[config.mk]
export PLATFORM = sky130hd
export DESIGN_NAME = kocc_div
export DESIGN_NICKNAME = d
export VERILOG_FILES = /design/src/sv/kocc_div.sv
export SDC_FILE = /design/constraint.sdc
export NUM_CORES = 2
export LEC_CHECK = 0
export BUFFER_PORTS_ARGS = -buffer_cell sky130_fd_sc_hd__buf_4
export CAP_MARGIN = 10
export CORE_MARGIN = 2
export CORE_UTILIZATION = 55
export DETAILED_ROUTE_END_ITERATION = 10
export MAX_ROUTING_LAYER = met4
export PLACE_DENSITY = 0.71
export SYNTH_ARGS = -nofsm -noshare
export SYNTH_HDL_FRONTEND = slang
export SYNTH_SLANG_ARGS = --single-unit
[constraint.sdc]
create_clock -name clk -period 4.6 [get_ports clk]
set_input_delay 0.92 -clock clk [delete_from_list [all_inputs] [get_ports clk]]
set_output_delay 0.92 -clock clk [all_outputs]
set_load 0.02 [all_outputs]
[src/sv/kocc_div.sv]
// Pipelined restoring divider, one quotient bit per stage, with an overflow flag.
// Depends on nothing; carries an opaque sideband word alongside each operand pair.
module kocc_div #(
    parameter int NW = 39,
    parameter int DW = 24,
    parameter int QB = 21,
    parameter int SW = 35
)(
    input  logic          clk,
    input  logic          rst_n,
    input  logic          adv,
    input  logic          in_valid,
    input  logic [NW-1:0] in_n,
    input  logic [DW-1:0] in_d,
    input  logic [SW-1:0] in_side,
    output logic          out_valid,
    output logic [QB-1:0] out_quot,
    output logic          out_ovf,
    output logic [SW-1:0] out_side
);

    localparam int CW = (NW > DW + QB) ? NW + 1 : DW + QB + 1;

    logic          v_reg   [QB];
    logic [NW-1:0] r_reg   [QB];
    logic [QB-1:0] q_reg   [QB];
    logic [DW-1:0] d_reg   [QB];
    logic          ovf_reg [QB];
    logic [SW-1:0] s_reg   [QB];

    for (genvar j = 0; j < QB; j++)
    begin : g_stage
        logic          v_in;
        logic [NW-1:0] r_in;
        logic [QB-1:0] q_in;
        logic [DW-1:0] d_in;
        logic          ovf_in;
        logic [SW-1:0] s_in;
        logic [CW-1:0] dsh;
        logic          ge;

        if (j == 0)
        begin : g_first
            // Quotient wider than QB bits sets the overflow flag
            assign v_in   = in_valid;
            assign r_in   = in_n;
            assign q_in   = '0;
            assign d_in   = in_d;
            assign ovf_in = CW'(in_n) >= (CW'(in_d) << QB);
            assign s_in   = in_side;
        end
        else
        begin : g_next
            assign v_in   = v_reg[j - 1];
            assign r_in   = r_reg[j - 1];
            assign q_in   = q_reg[j - 1];
            assign d_in   = d_reg[j - 1];
            assign ovf_in = ovf_reg[j - 1];
            assign s_in   = s_reg[j - 1];
        end

        // Trial subtract of the shifted divisor
        assign dsh = CW'(d_in) << (QB - 1 - j);
        assign ge  = CW'(r_in) >= dsh;

        always_ff @(posedge clk or negedge rst_n)
        begin
            if (!rst_n)
                v_reg[j] <= 1'b0;
            else if (adv)
                v_reg[j] <= v_in;
        end

        always_ff @(posedge clk)
        begin
            if (adv)
            begin
                r_reg[j]   <= ge ? NW'(CW'(r_in) - dsh) : r_in;
                q_reg[j]   <= ge ? (q_in | (QB'(1) << (QB - 1 - j))) : q_in;
                d_reg[j]   <= d_in;
                ovf_reg[j] <= ovf_in;
                s_reg[j]   <= s_in;
            end
        end
    end

    assign out_valid = v_reg[QB - 1];
    assign out_quot  = q_reg[QB - 1];
    assign out_ovf   = ovf_reg[QB - 1];
    assign out_side  = s_reg[QB - 1];

endmodule

Word-level counts from Yosys, hierarchy flattened
Memories as Yosys holds them, arrays and structs flattened.
Cells that the tools add are included.
{"block": "word_totals", "word_cells": 113, "out_inout_bits": 58, "mem_count": 5, "reg_bits": 21, "ramBits": 2520, "input_bits": 102}
{"block": "classes", "magnitude_cmp": 22, "n_addsub": 21, "muxes": 44}
{"memory": "r_reg", "words": 21, "word_bits": 39, "read_ports": 20, "rd_clocked_by_memory_dff": 0, "write_ports": 21, "line_no": "25", "text": "logic [NW-1:0] r_reg [QB];"}
{"memory": "s_reg", "words": 21, "word_bits": 35, "read_ports": 21, "rd_clocked_by_memory_dff": 0, "write_ports": 21, "line_no": "29", "text": "logic [SW-1:0] s_reg [QB];"}
{"memory": "d_reg", "words": 21, "word_bits": 24, "read_ports": 20, "rd_clocked_by_memory_dff": 0, "write_ports": 21, "line_no": "27", "text": "logic [DW-1:0] d_reg [QB];"}
{"memory": "q_reg", "words": 21, "word_bits": 21, "read_ports": 21, "rd_clocked_by_memory_dff": 0, "write_ports": 21, "line_no": "26", "text": "logic [QB-1:0] q_reg [QB];"}
{"memory": "ovf_reg", "words": 21, "word_bits": 1, "read_ports": 21, "rd_clocked_by_memory_dff": 0, "write_ports": 21, "line_no": "28", "text": "logic ovf_reg [QB];"}
{"operator": "39-bit 2-to-1 mux", "count": 21}
{"operator": "39-bit subtractor", "count": 6}
{"operator": "39-bit by 45-bit greater-or-equal comparator with 1-bit output", "count": 1}
{"operator": "39-bit by 44-bit greater-or-equal comparator with 1-bit output", "count": 1}
{"operator": "39-bit by 43-bit greater-or-equal comparator with 1-bit output", "count": 1}
{"operator": "39-bit by 42-bit greater-or-equal comparator with 1-bit output", "count": 1}
{"operator": "39-bit by 41-bit greater-or-equal comparator with 1-bit output", "count": 1}
{"operator": "39-bit by 40-bit greater-or-equal comparator with 1-bit output", "count": 1}
{"operator": "39-bit by 24-bit greater-or-equal comparator with 1-bit output", "count": 1}
{"operator": "39-bit by 25-bit greater-or-equal comparator with 1-bit output", "count": 1}
{"operator": "39-bit by 26-bit greater-or-equal comparator with 1-bit output", "count": 1}
{"operator": "39-bit by 27-bit greater-or-equal comparator with 1-bit output", "count": 1}
{"operator": "39-bit by 28-bit greater-or-equal comparator with 1-bit output", "count": 1}
{"operator": "39-bit by 29-bit greater-or-equal comparator with 1-bit output", "count": 1}
{"operator": "39-bit by 30-bit greater-or-equal comparator with 1-bit output", "count": 1}
{"operator": "39-bit by 31-bit greater-or-equal comparator with 1-bit output", "count": 1}
{"operator": "39-bit by 32-bit greater-or-equal comparator with 1-bit output", "count": 1}
{"operator": "39-bit by 33-bit greater-or-equal comparator with 1-bit output", "count": 1}
{"operator": "39-bit by 34-bit greater-or-equal comparator with 1-bit output", "count": 1}
{"operator": "39-bit by 35-bit greater-or-equal comparator with 1-bit output", "count": 1}
{"operator": "39-bit by 36-bit greater-or-equal comparator with 1-bit output", "count": 1}
{"operator": "39-bit by 37-bit greater-or-equal comparator with 1-bit output", "count": 1}
{"operator": "39-bit by 38-bit greater-or-equal comparator with 1-bit output", "count": 1}
{"operator": "39-bit greater-or-equal comparator", "count": 1}
{"operator": "36 further kinds", "count": 38}

Longest topological paths before layout
An unclocked memory read counts as a cell.
{"block": "depth", "word_depth": 3, "mapped_depth": 15, "depth_no_buf": 13}

Worst setup path before layout
OpenSTA, ideal clock, no wires.
{"block": "synth_timing", "path_kind": "input port to flip-flop", "from": "in in_n[20]", "to": "mem r_reg[0][31], data pin", "path_buffers": 1, "setup_slack_ns": 0.887, "arrival_ns": 3.453, "path_stages": 13, "setup_time_ns": 0.260, "required_ns": 4.340, "path_cell_list": "inv_1 -> ha_1 -> fa_1 -> nor2b_1 -> o31ai_1 -> a21oi_2 -> a211oi_2 -> o21ai_0 -> a31oi_2 -> a21o_1 -> a211oi_1 -> buf_2 -> mux2_2"}
{"item": "start: declaration", "line_no": "13", "text": "input logic [NW-1:0] in_n,"}
{"item": "end: declaration", "line_no": "25"}

==> metrics list <==
- Combined global-route utilization of all metal layers: 22.5%
- Of the cells placed in the final design, the portion with a size suffix greater than 1 is 10.7%.
- Clock transition at the registers of the reported paths: 0.06 ns
- In this run the core area contains 158 standard-cell rows.
- The Yosys step of the flow raised 0 warnings.
- Number of cells traversed by the worst register-to-register path: 11
- EDFF count, synth: 2247
- End of the worst register-to-register path: r_reg[1][147]
- Area share of the largest cell type after synthesis: 66.0%
- The number of global-route vias before repair was 58000.
- The longest clock path from root to sink contains 3 buffers.
* Total power consumption of the routed design: 0.0653 W
* Number of iterations in the first detailed-routing pass: 5
- Total vias in the final route: 59000
* Critical Path Sink Type: register
* Master of the slowest instance on the critical path: sky130_fd_sc_hd__or4_1
- Final worst path period need: 3.97 ns
- Final Wtd Congestion: 0.936
- Slack of the worst reg-to-reg path: 0.63 ns
* Worst hold-check path type: primary input to register
* Number of gates resized after cts: 0
* Iteration-0 DRC count of the detailed router: 4458
- For this block, the routed nets add up to 208 mm of wire.
- Buffers inserted to repair hold after CTS numbered 1.
- Layout overhead on the synthesized area: 12.5%
- Pin placement for this block handled 160 I/O pins.
* Max Transition Viols Final: 0
- Number of I/O port buffers: 159
* Detailed-route DRC error count: 0
- Number of buffers inserted by post-CTS setup repair: 0
- Yosys attributes the largest share of cell area to sky130_fd_sc_hd__edfxtp_1 66%, sky130_fd_sc_hd__ha_1 6.2%, sky130_fd_sc_hd__a21oi_1 2.4%.
- Setup repair after global routing left no endpoint under its margin.
* Skew final: 0.0600 ns
* Yosys top cell by area: sky130_fd_sc_hd__edfxtp_1
- Net Count, Synth: 8064
* Initial antenna violation count: 4
- In this run, synthesis produced a sequential element count of 2268.
* Detail Placement HPWL: 153 mm
* Power density over cell area: 568 nW/µm²
* Period utilisation layout: 86.3%
* Largest net degree at the start of global routing: 136
- Derived from the worst setup path, the maximum achievable clock frequency is 252 MHz.
* Area of the die: 189000 µm²
- Once placement finished, the instance area stood at 107000 µm².
- Arr. time, crit path: 4.56 ns
- The floorplan step set the die width to 435 µm.
- The worst setup path is launched from a register.
- Startpoint of the lowest-slack register-to-register path: d_reg[1][48]
- Net total in the final layout: 8437
- Transition at the pin with the smallest max-transition slack: 1.23 ns
- From bottom edge to top edge, the die measures 435 µm.
- After synthesis, the mean cell area works out to 13.7 µm².
- Leaving out fill and tap cells, the most frequent cells in the layout are 2247 x sky130_fd_sc_hd__edfxtp_1, 641 x sky130_fd_sc_hd__inv_1, 507 x sky130_fd_sc_hd__ha_1, 499 x sky130_fd_sc_hd__a21oi_1, 421 x sky130_fd_sc_hd__nor2_1.
- The final count of hold timing violations is 0.
- Final standard cell count with taps included and fillers excluded: 10500
- CTS tree: yes
* Core Region: 185000 µm²
- Clock buffer count from CTS: 229
* Post-Syn Area: 102000 µm²
- For hold timing, the worst endpoint is s_reg[0][34].
- Leaving out fill and tap cells, the most frequent cell in the layout is sky130_fd_sc_hd__edfxtp_1.
- Maximum fanout along the worst path: 40
- Along the worst hold path, the cell count comes to 1.
- Average wire per standard cell: 19.9 µm
* Final-report setup violation count: 0
* Worst EP required: 5.19 ns
- Place WS: 0.260 ns
- The worst-case IR drop observed on VDD is 367 µV.
* Unique cell type count in the Yosys netlist: 112
* H-tree depth: 4
* Outcome: finished, final reports clean
- Vias per cell: 5.63
- TritonCTS Sinks: 2268
- The first global-routing pass estimated 325 mm of wire.
- Area of all placed cells without fillers: 115000 µm²
- In this run the static leakage power is 43.9 nW.
* Predominant post-synthesis flop cell: sky130_fd_sc_hd__edfxtp_1
* Cell count after placement: 10100
- Least setup slack across all paths after layout: 0.632 ns
- The worst pin sits at a relative slew slack of 17.5%.
* Clock latency of the later-clocked register in the worst-skew pair: 0.88 ns
- Once detail routing completed, the nets flagged for antenna violations numbered 0.
* Initial cell density of the core: 55.2%
- For this run the aggregate overflow at the end of global routing stands at 0.
- Max-cap violations in this run came to 0.
- In the final timing run, aggregate negative setup slack is 0 ns.
- The critical path is of the register to register type.
- The signal on the critical path passes through ha_1, fa_1, nor2b_1, o31a_1, o21ai_1, o21ai_0, o31ai_1, or4_1, o2111ai_4, buf_4, mux2_2.
- Max FFs per register: 780
- Sequential fraction of the synthesis area: 66.6%
* Cell chosen for the clock root: sky130_fd_sc_hd__clkbuf_16
* Async set or reset register ratio after synthesis: 0.926%
- Counting every instance in the synthesized netlist gives 7435.
* Highest cell delay on the worst timing path: 0.50 ns
- The startpoint identified for the worst hold timing path is in_side[34].
-- worst max-delay path, delay by kind of cell, from the launching register on --
family                     cells  cell delay (ns)
AOI/OAI and AO/OA              5             1.08
adders and majority gates      2             0.67
buffers and inverters          1             0.44
DFF                            1             0.42
muxes                          1             0.39
and+or+nand+nor                2             0.68
-- synth_stat cells (all sizes together), types with 18 or more instances --
library cell / n
or3: 42
dfrtp: 21
or2: 29
nand4: 82
buf: 64
o21ai: 368
mux2: 149
mux2i: 18
o31a: 24
a21boi: 19
a211oi: 52
o211ai: 34
nor2b: 90
o31ai: 38
or4: 25
xor2: 193
xnor2: 282
o21bai: 59
inv: 642
nor2: 421
edfxtp: 2247
a31oi: 61
and2: 19
nand2: 389
fa: 20
a21oi: 506
a21o: 225
nor3: 105
ha: 507
clkbuf: 71
o21a: 74
nand3: 123
and3: 51
nand2b: 66
nor4: 97
-- worst max-delay path by stage --
stage | slack [ns] | cells past startpoint | start | endpoint
2_1_floorplan | 0.89 | 13 | in_n[20] | r_reg[0][31]
3_3_place_gp | 0.31 | 14 | in_n[20] | r_reg[0][23]
3_5_place_dp | 0.26 | 14 | in_n[20] | r_reg[0][36]
4_1_cts | 0.63 | 11 | d_reg[1][48] | r_reg[1][148]
5_1_grt | 0.43 | 12 | r_reg[2][87] | r_reg[2][155]
6_report | 0.63 | 11 | d_reg[1][48] | r_reg[1][147]
-- metrics by stage --
stage,utilization (%),hold slack (ns)
after floorplan,-,0.400
after global placement,57.9,0.400
after detailed placement,57.9,0.405
after CTS,62.1,0.133
after global routing,62.1,0.154
final,62.1,0.214
-- kinds of logic (layout without fill, tap and decap cells) --
kind of cell | after synthesis | count (layout) | synth area share [%]
fa+ha+maj | 527 | 527 | 6.60
buf+inv | 777 | 1348 | 2.98
xor+xnor | 475 | 475 | 4.07
mux | 167 | 167 | 1.82
other cells | 0 | 1 | 0
compound gates | 1594 | 1594 | 9.99
simple gates | 1627 | 1627 | 7.98
flops | 2268 | 2268 | 66.6
-- cell type report --
| class | count | area [µm²] |
|---|---|---|
| antenna | 1 | 2.50 |
| timing repair buffer | 277 | 2440 |
| multi-input combinational | 4390 | 31200 |
| fill | 13900 | 70100 |
| sequential | 2268 | 68000 |
| clock buffer | 271 | 5950 |
| tap | 2480 | 3100 |
| clock inverter | 158 | 1830 |
| inverter | 642 | 2410 |
-- where the power goes --
part           switching (W)  internal [W]  total, W
clock network        0.00784        0.0110    0.0188
registers            0.00198        0.0268    0.0288
logic                 0.0102       0.00755    0.0177
total                 0.0200        0.0453    0.0653
-- layer usage --
metal,vias to the layer above,share of wire [%],GRT usage [%]
met5,-,0,-
met4,0,3.4,7.80
met3,393,4.7,3.25
met2,1409,48,36.2
met1,28600,44,29.6
li1,28600,-,-
Note: power is estimated with default switching activity, not from simulation.
